==> src/design/hmsu_ram.sv <==
// ----------------------------------------------------------------------------
// hmsu_ram
// Simple dual-port RAM, one write port, one read port with registered data.
// ----------------------------------------------------------------------------
module hmsu_ram #(
  parameter int WIDTH = 8,
  parameter int DEPTH = 16
) (
  input  logic                     clk,
  input  logic                     we,
  input  logic [$clog2(DEPTH)-1:0] waddr,
  input  logic [WIDTH-1:0]         wdata,
  input  logic [$clog2(DEPTH)-1:0] raddr,
  output logic [WIDTH-1:0]         rdata
);

  logic [WIDTH-1:0] mem [DEPTH];

  always_ff @(posedge clk) begin
    if (we) begin
      mem[waddr] <= wdata;
    end
    rdata <= mem[raddr];
  end

endmodule

==> config.mk <==
export PLATFORM = sky130hd
export DESIGN_NAME = hmsu_ram
export DESIGN_NICKNAME = d
export VERILOG_FILES = /design/src/design/hmsu_ram.sv
export SDC_FILE = /design/constraint.sdc
export NUM_CORES = 1
export LEC_CHECK = 0
export BUFFER_PORTS_ARGS = -buffer_cell sky130_fd_sc_hd__buf_2
export CAP_MARGIN = 20
export CELL_PAD_IN_SITES_DETAIL_PLACEMENT = 1
export CELL_PAD_IN_SITES_GLOBAL_PLACEMENT = 2
export CORE_ASPECT_RATIO = 1.1
export CORE_MARGIN = 10
export CORE_UTILIZATION = 43
export DETAILED_ROUTE_END_ITERATION = 7
export PLACE_DENSITY = 0.78
export SLEW_MARGIN = 20
export SYNTH_ARGS = -nofsm -noshare
export SYNTH_HDL_FRONTEND = slang
export SYNTH_SLANG_ARGS = --single-unit
==> constraint.sdc <==
create_clock -name clk -period 1.9 [get_ports clk]
set_input_delay 0.475 -clock clk [delete_from_list [all_inputs] [get_ports clk]]
set_output_delay 0.475 -clock clk [all_outputs]
set_load 0.005 [all_outputs]
# After elaboration in Yosys (flattened, before gate mapping)
# Memories as Yosys holds them, arrays and structs flattened. A register that Yosys moved wholly into a read port is not among the register bits.
# Index checks and enable logic that the tools add are counted.
dict set report classes {
  muxes 2
}
# op count
set op_table {}
lappend op_table {{$mux W1} 2}
dict set report totals {
  register_bits 0
  mem_count 1
  inputBits 18
  ramBits 128
}
# name depth word_bits read_ports rd_ports_with_merged_regs wr line
set memory_table {}
lappend memory_table {mem 16 8 1 1 1 17} ;# logic [WIDTH-1:0] mem [DEPTH];

# Logic depth before layout (Yosys ltp)
# Gate-level depths: netlist of the first run.
dict set report logic_depth {
  depth_word 2
  mapped_depth 5
  depth_no_buf 3
}

# Worst setup path after synthesis of the first run
# Ideal clock, no wire load.
dict set report synth_path {
  kind {in2reg}
  from {in waddr[2]}
  to {mem mem[0][0] (enable)}
  slack_ns -0.068
  arrival_ns 1.585
  n_path_buf 0
  setup_time_ns 0.383
  path_stages 2
  t_required_ns 1.517
  cell_sequence {or3b_2 nor3_1}
}
# item line
set synth_lines {}
lappend synth_lines {{start, declared} 11} ;# input logic [$clog2(DEPTH)-1:0] waddr,
lappend synth_lines {{end, declared} 17}
# No word-level cell before the write port.

==> impl_metrics.tcl, run 1 <==
set metrics [dict create \
    rsz0062_at_grt "false" \
    crit_path_max_fanout 16 \
    endpoint_kind "flip-flop" \
    skew_ns 0.004583 \
    drtAntennaViolNets 0 \
    worstSkewPairLatency_ns 0.42 \
    cp.arrival_ns 1.80 \
    worstPathCellList "buf_2 -> buf_12 -> mux4_1 -> a22oi_1 -> nand2_1" \
    max_freq_mhz 666.9 \
    finalPower_mw 7.433 \
    core_mm2 0.01159 \
    finalCritPeriodShare_pct 78.92 \
    status "finished clean" \
    io_buffer_count 25 \
    path_class "in -> reg" \
    cts_resized 0 \
    ctsHoldBuffers 0 \
    synth_top_family_by_area "multiplexers" \
    muxShareOfSynthArea_pct 15.02 \
    synth_xor_area_share_pct 0 \
    grt_remaining_overflow 0 \
    cts_tree "built" \
    hold_class "in -> reg" \
    finalCriticalPeriod_ns 1.500 \
    p_sw_mw 1.415 \
    ys_types 19 \
    start_util_pct 44.40 \
    grt_pass1_wl_um 17220 \
    synth-seq-area-share_pct 77.78 \
    wirelength_um 11070 \
    yosys.area_share.simple_pct 3.184 \
    dr.first_iter.drc_count 189 \
    min_from "wdata[6]" \
    drt_first_pass_iters 4 \
    cts_root_buffer "clkbuf_16" \
    num_vias 2484 \
    ys_ff_latch 136 \
    synthesis.nets 247 \
    startpoint "raddr[0]" \
    dieWidth_um 124.3 \
    final_util_pct 53.97 \
    p_leak_nw 2.150 \
    die_h_um 134.8 \
    yosys_warnings 0 \
    place_hpwl_um 7277 \
    slew_viol_final 0 \
    place_ws_ns -0.02279 \
    cts_num_sinks 136 \
    hold_viol 0 \
    fin_nets 303 \
    synthAdderAreaFrac_pct 0 \
    synth_compound_area_share_pct 2.333 \
    grt_antenna_before_repair 0 \
    cp.required_ns 2.20 \
    comb_power_share_pct 4.3 \
    switching_share_pct 19.04 \
    peakVddDrop_mv 0.5676 \
    syn_area_per_cell_um2 22.48 \
    worst_slew_pin_slew_ns 0.3979 \
    die_area_mm2 0.01675 \
    grt_pass1_vias 2762 \
    numCtsBuffers 17 \
    grt_max_degree 33 \
    cp-start-kind "input port" \
    track_usage_pct 13.91 \
    drive_above_1_share_pct 33.00 \
    slew_headroom_pct 73.47 \
    p_int_mw 6.018 \
    clk_pin_slew_worst_paths_ns 0.06 \
    routabilityCongestion 0.7523 \
    clkPwrFrac_pct 50.2 \
    p_per_area_mw_per_mm2 1188 \
    timing.rr.start "mem[3][7]" \
    synthesis.area_mm2 0.005147 \
    drv_cap 0 \
    post_cts_buffers 0 \
    routedWlPerCell_um 24.77 \
    path_delay_family "multiplexers" \
    area_delta_synth_final_pct 21.56 \
    cp_slowest_cell "mux4_1" \
    max_stage_delay_ns 0.57 \
    layout_setup_ws_ns 0.4004 \
    boundaryPins 26 \
    drc 0 \
    timing.critical_path.buf_inv 2 \
    avgViaCountPerCell 5.557 \
    setup_violations 0 \
    ctsLongestPathBuffers 2 \
    seqPwrFrac_pct 45.4 \
    rows 41 \
    synthCells 229 \
    fill_cells 1050 \
    diodes 0 \
    htree_num_levels 4 \
]
final timing paths:
kind         slack (ns)         to  cells past startpoint
max                0.40   rdata[2]                      5
min                0.44  mem[6][6]                      1
max reg2reg        0.43   rdata[7]                      3
min reg2reg        0.67   rdata[0]                      3
power groups by stage:
stage	registers, mW	clock network (mW)	logic (mW)
after CTS	3.38	3.78	0.329
after global placement	3.43	0	0.313
after global routing	3.38	3.93	0.351
after floorplan	3.43	0	0.171
final	3.38	3.73	0.321
after detailed placement	3.44	0	0.328
cell families (layout without fill, tap and decap cells):
group,Yosys count,in the layout
buffers and inverters,10,78
muxes,32,32
and+or+nand+nor,35,35
DFF,136,136
AOI/OAI and AO/OA,16,16
cells in the final DEF (no fill, tap or decap):
| master | count |
|---|---|
| buf_4 | 19 |
| mux4_2 | 18 |
| and2_1 | 1 |
| clkbuf_16 | 17 |
| clkbuf_8 | 2 |
| edfxtp_1 | 128 |
| nand2b_1 | 2 |
| nand3b_1 | 2 |
| nor2b_1 | 1 |
| buf_2 | 25 |
| nand3_1 | 1 |
| nand2_1 | 9 |
| nor3_2 | 1 |
| clkinv_4 | 2 |
| clkinv_2 | 2 |
| nor2_1 | 13 |
| mux4_1 | 14 |
| buf_12 | 3 |
| or3b_2 | 1 |
| nor3_1 | 3 |
| dfxtp_1 | 8 |
| clkinvlp_4 | 2 |
| bufinv_16 | 6 |
| a22oi_1 | 16 |
| and2b_1 | 1 |
per-layer routing:
layer	up-vias	share of wire, %	global-route usage [%]
met5	-	0	0
met4	0	1.8	6.153
met1	1325	44	16.90
li1	1081	-	-
met3	16	3.4	3.915
met2	62	51	22.71
sequential cells by signal, indices dropped and copies added (netlist names):
| signal | flops |
|---|---|
| mem | 128 |
| rdata | 8 |
cells in the mapped netlist:
master             n  area, um^2
clkdlybuf4s25_2    3       30.03
nor3_1             4       20.02
nor2_1            13       48.80
nand3_1            1       5.000
nand2_1            9       33.78
buf_2              3       15.01
a22oi_1           16       120.1
dfxtp_1            8       160.2
nand2b_1           2       12.51
buf_6              3       33.78
or3b_2             1       8.760
edfxtp_1         128        3844
and2b_1            1       7.510
nor2b_1            1       6.260
nand3b_1           2       15.01
and2_1             1       6.260
mux4_1            14       367.9
buf_4              1       7.510
mux4_2            18       405.4
area by class of cell:
type	instances	area, um^2	area share, %
repair buffers	47	327.8	5.239
clock inverters	12	222.7	3.559
multi-input cells	83	1062	16.98
clock buffers	19	452.9	7.239
well taps	150	187.7	2.999
flip-flops and latches	136	4004	63.99
through the flow:
step | cells | area, um^2 | TNS (ns) | hold WS, ns
global placement | 416 | 5582 | 0 | 0.6568
finish | 447 | 6257 | 0 | 0.4358
floorplan | 229 | 5152 | 0 | 0.5739
detailed placement | 416 | 5582 | -0.03071 | 0.6717
global route | 447 | 6257 | 0 | 0.4324
CTS | 447 | 6257 | 0 | 0.4250
Power figures use the tool's default switching activity.
==> run 2, diff against run 1 <==
--- a/config.mk
+++ b/config.mk
@@ -11,9 +11,9 @@
 export CELL_PAD_IN_SITES_GLOBAL_PLACEMENT = 2
 export CORE_ASPECT_RATIO = 1.1
 export CORE_MARGIN = 10
-export CORE_UTILIZATION = 43
+export CORE_UTILIZATION = 48
 export DETAILED_ROUTE_END_ITERATION = 7
-export PLACE_DENSITY = 0.78
+export PLACE_DENSITY = 0.82
 export SLEW_MARGIN = 20
 export SYNTH_ARGS = -nofsm -noshare
 export SYNTH_HDL_FRONTEND = slang
==> constraint.sdc (replaced) <==
create_clock -name clk -period 1.6 [get_ports clk]
set_input_delay 0.4 -clock clk [delete_from_list [all_inputs] [get_ports clk]]
set_output_delay 0.4 -clock clk [all_outputs]
set_load 0.005 [all_outputs]
==> impl_metrics.tcl, run 2 (same netlist as run 1, synthesis figures left out) <==
set metrics [dict create \
    worstSkewPairLatency_ns 0.41 \
    seqPwrFrac_pct 46.8 \
    cp-start-kind "input port" \
    cts_tree "built" \
    grt_max_degree 23 \
    final_cell_mix "128 x edfxtp_1, 25 x buf_2, 20 x buf_4" \
    core_mm2 0.01044 \
    grt_antenna_before_repair 0 \
    slew_viol_final 0 \
    wl_met2_um 5701 \
    largest_register_ffs 128 \
    fin_nets 305 \
    clk_pin_slew_worst_paths_ns 0.06 \
    drv_cap 0 \
    p_leak_nw 2.137 \
    cp.required_ns 1.90 \
    place_hpwl_um 7384 \
    numCtsBuffers 17 \
    max_freq_mhz 687.4 \
    routabilityCongestion 0.7074 \
    timing.rr.start "mem[2][4]" \
    status "finished clean" \
    final_common_cell "edfxtp_1" \
    crit_path_max_fanout 8 \
    start_util_pct 49.29 \
    path_class "in -> reg" \
    dieWidth_um 118.7 \
    regToRegEndpoint "rdata[4]" \
    setup_violations 0 \
    switching_share_pct 19.32 \
    wirelength_um 11280 \
    io_buffer_count 25 \
    area_delta_synth_final_pct 21.15 \
    drt_first_pass_iters 4 \
    slew_headroom_pct 49.94 \
    grt_remaining_overflow 0 \
    post_cts_buffers 0 \
    routedWlPerCell_um 25.45 \
    hold_viol 0 \
    skew_ns 0.003701 \
    ctsLongestPathBuffers 2 \
    p_sw_mw 1.655 \
    finalCriticalPeriod_ns 1.455 \
    worst_slew_pin_slew_ns 0.7494 \
    hold_class "in -> reg" \
    track_usage_pct 15.58 \
    cts_resized 0 \
    rsz0062_at_grt "false" \
    die_h_um 128.6 \
    dr.first_iter.drc_count 191 \
    crit_end "rdata[0]" \
    cts_num_sinks 136 \
    htree_num_levels 4 \
    avgViaCountPerCell 5.600 \
    startpoint "raddr[0]" \
    grt_pass1_wl_um 17290 \
    largest_registers "mem x128, rdata x8" \
    endpoint_kind "flip-flop" \
    cp.arrival_ns 1.75 \
    finalPower_mw 8.566 \
    clkPwrFrac_pct 48.6 \
    top_layer_used "met4" \
    p_per_area_mw_per_mm2 1374 \
    rr_worst_depth 3 \
    p_int_mw 6.911 \
    cts_root_buffer "clkbuf_16" \
    ctsHoldBuffers 0 \
    die_area_mm2 0.01527 \
    rows 39 \
    diodes 0 \
    grt_pass1_vias 2761 \
    finalCritPeriodShare_pct 90.93 \
    timing.reg2reg.setup_slack_ns 0.21 \
    drc 0 \
    comb_power_share_pct 4.6 \
    fill_cells 906 \
    top_register "mem" \
    wl_met3_um 432 \
    drtAntennaViolNets 0 \
    finalSetupTns_ns 0 \
    peakVddDrop_mv 0.7011 \
    drive_above_1_share_pct 32.33 \
    m1WireLength_um 4953 \
    boundaryPins 26 \
    num_vias 2481 \
]
[run 2: how the worst min path moves through the flow]
stage / startpoint / end / cells after the start
after floorplan: wdata[0] / mem[0][0] / 0
after detailed placement: mem[14][4] / rdata[4] / 3
after CTS: wdata[2] / mem[9][2] / 1
after global placement: mem[12][4] / rdata[4] / 3
final: wdata[2] / mem[9][2] / 1
after global routing: wdata[2] / mem[14][2] / 1
[run 2: critical path, cell delays in order]
cell	delay [ns]
buf_2	0.16
buf_4	0.22
mux4_1	0.58
a22oi_1	0.30
nand2_1	0.08
[run 2: per-layer routing]
metal,GRT usage (%),vias to the layer above
li1,-,1090
met1,19.61,1302
met2,25.38,77
met3,4.068,12
met4,6.326,0
met5,0,-
[run 2: power by group through the flow]
stage / clock (mW) / combinational [mW] / sequential, mW
6_report: 4.16 / 0.391 / 4.01
5_1_grt: 4.42 / 0.428 / 4.02
4_1_cts: 4.23 / 0.400 / 4.01
3_5_place_dp: 0 / 0.396 / 4.08
3_3_place_gp: 0 / 0.379 / 4.08
2_1_floorplan: 0 / 0.202 / 4.08
[run 2: layout make-up]
type / instances / area [um^2] / area share [%]
sequential: 136 / 4004 / 64.21
timing repair buffer: 49 / 355.3 / 5.698
multi-input combinational: 83 / 1062 / 17.03
clock buffer: 19 / 432.9 / 6.942
clock inverter: 13 / 202.7 / 3.250
tap: 143 / 178.9 / 2.869
[run 2: metrics by stage]
step | cells | worst slack (ns) | hold WS (ns) | utilization [%] | cell area, um^2
2_1_floorplan | 229 | -0.06615 | 0.4989 | - | 5152
3_3_place_gp | 411 | -0.2164 | 0.6511 | 53.63 | 5600
3_5_place_dp | 411 | -0.2414 | 0.6752 | 53.63 | 5600
4_1_cts | 443 | 0.1640 | 0.3633 | 59.72 | 6236
5_1_grt | 443 | 0.09870 | 0.3721 | 59.72 | 6236
6_report | 443 | 0.1452 | 0.3769 | 59.72 | 6236
==> run 3, diff against run 2 <==
--- a/config.mk
+++ b/config.mk
@@ -11,9 +11,9 @@
 export CELL_PAD_IN_SITES_GLOBAL_PLACEMENT = 2
 export CORE_ASPECT_RATIO = 1.1
 export CORE_MARGIN = 10
-export CORE_UTILIZATION = 48
+export CORE_UTILIZATION = 30
 export DETAILED_ROUTE_END_ITERATION = 7
-export PLACE_DENSITY = 0.82
+export PLACE_DENSITY = 0.57
 export SLEW_MARGIN = 20
 export SYNTH_ARGS = -nofsm -noshare
 export SYNTH_HDL_FRONTEND = slang
==> impl_metrics.tcl, run 3 (same netlist as run 1, synthesis figures left out) <==
set metrics [dict create \
    cts_num_sinks 136 \
    die_area_mm2 0.02280 \
    cp-start-kind "input port" \
    core_mm2 0.01695 \
    crit_path_max_fanout 14 \
    post_cts_buffers 0 \
    largest_registers "mem x128, rdata x8" \
    rsz0062_at_grt "false" \
    worst_slew_pin_slew_ns 0.9668 \
    worstSkewPairLatency_ns 0.41 \
    drc 0 \
    wirelength_um 11540 \
    setup_violations 0 \
    grt_pass1_vias 2746 \
    drt_first_pass_iters 4 \
    ctsLongestPathBuffers 2 \
    clk_pin_slew_worst_paths_ns 0.06 \
    routabilityCongestion 0.6946 \
    avgViaCountPerCell 4.556 \
    drive_above_1_share_pct 34.85 \
    top_register "mem" \
    p_per_area_mw_per_mm2 1282 \
    drv_cap 0 \
    rows 50 \
    peakVddDrop_mv 0.8033 \
    final_common_cell "edfxtp_1" \
    largest_register_ffs 128 \
    grt_pass1_wl_um 17420 \
    cts_resized 0 \
    endpoint_kind "flip-flop" \
    diodes 0 \
    max_freq_mhz 665.4 \
    numCtsBuffers 17 \
    placedCellCount 509 \
    slew_viol_final 0 \
    cts_tree "built" \
    drtAntennaViolNets 0 \
    finalCriticalPeriod_ns 1.503 \
    finalSetupTns_ns 0 \
    hold_class "in -> reg" \
    die_h_um 157.4 \
    path_class "in -> reg" \
    routedWlPerCell_um 21.34 \
    cp.required_ns 1.90 \
    hold_viol 0 \
    skew_ns 0.007528 \
    boundaryPins 26 \
    grt_max_degree 17 \
    fin_cells 541 \
    htree_num_levels 4 \
    place_hpwl_um 7581 \
    area_delta_synth_final_pct 23.99 \
    seq_area_mm2 0.004004 \
    grt_antenna_before_repair 0 \
    status "finished clean" \
    p_leak_nw 2.157 \
    start_util_pct 30.36 \
    io_buffer_count 25 \
    num_vias 2465 \
    track_usage_pct 10.86 \
    finalCritPeriodShare_pct 93.93 \
    dieWidth_um 144.9 \
    final_cell_mix "128 x edfxtp_1, 25 x buf_2, 24 x buf_4" \
    grt_remaining_overflow 0 \
    fill_cells 1656 \
    ctsHoldBuffers 0 \
    fin_nets 312 \
    cp.arrival_ns 1.80 \
    cts_root_buffer "clkbuf_16" \
    multiInputGateArea_mm2 0.001062 \
    slew_headroom_pct 35.42 \
    dr.first_iter.drc_count 171 \
]
## run 3: cell count changes in the layout (fill, tap and decap cells not counted), sizes merged
cell      delta
clkbuf       -2
inv          +2
buf          +7
clkinvlp     +1
clkinv       +2
bufinv       -3
## run 3: final timing paths
check / from / endpoint / slack [ns] / depth (start not counted)
worst min-delay path: wdata[2] / mem[8][2] / 0.37 / 1
worst min register to register: mem[13][3] / rdata[3] / 0.68 / 3
worst max-delay path: raddr[0] / rdata[1] / 0.1 / 6
worst max register to register: mem[3][6] / rdata[6] / 0.16 / 4
## run 3: report_power, final
group / leakage, nW / switching, mW / internal, mW
Sequential: 1.22 / 0.0254 / 3.98
Combinational: 0.660 / 0.222 / 0.193
Clock: 0.273 / 1.47 / 2.29
## run 3: cell type report
type / instances / share of cell area (%)
timing repair buffer: 56 / 6.979
tap: 234 / 4.587
multi-input combinational: 83 / 16.64
sequential: 136 / 62.73
clock inverter: 15 / 2.392
clock buffer: 17 / 6.665
## run 3: critical path, stage by stage
cell and delay (ns):
buf_2 0.11, buf_12 0.18, buf_12 0.13, mux4_1 0.53
a22oi_1 0.35, nand2_1 0.09
## run 3: layer usage
| metal | track usage (%) | vias to the layer above | wire (um) |
|---|---|---|---|
| met2 | 18.57 | 34 | 6026 |
| met1 | 12.61 | 1318 | 5043 |
| met4 | 3.902 | 0 | 150 |
| met3 | 3.165 | 10 | 322 |
| met5 | 0 | - | 0 |
| li1 | - | 1103 | - |
## run 3: per-stage QoR
stage | hold WS [ns] | util, % | instance area (um^2) | power (mW) | setup WS, ns
5_1_grt | 0.3653 | 37.65 | 6382 | 8.463 | 0.02647
3_3_place_gp | 0.6643 | 34.24 | 5804 | 4.499 | -0.3728
4_1_cts | 0.3629 | 37.65 | 6382 | 8.276 | 0.07322
3_5_place_dp | 0.6703 | 34.24 | 5804 | 4.512 | -0.3667
6_report | 0.3704 | 37.65 | 6382 | 8.185 | 0.09709
2_1_floorplan | 0.4989 | - | 5152 | 4.278 | -0.06615
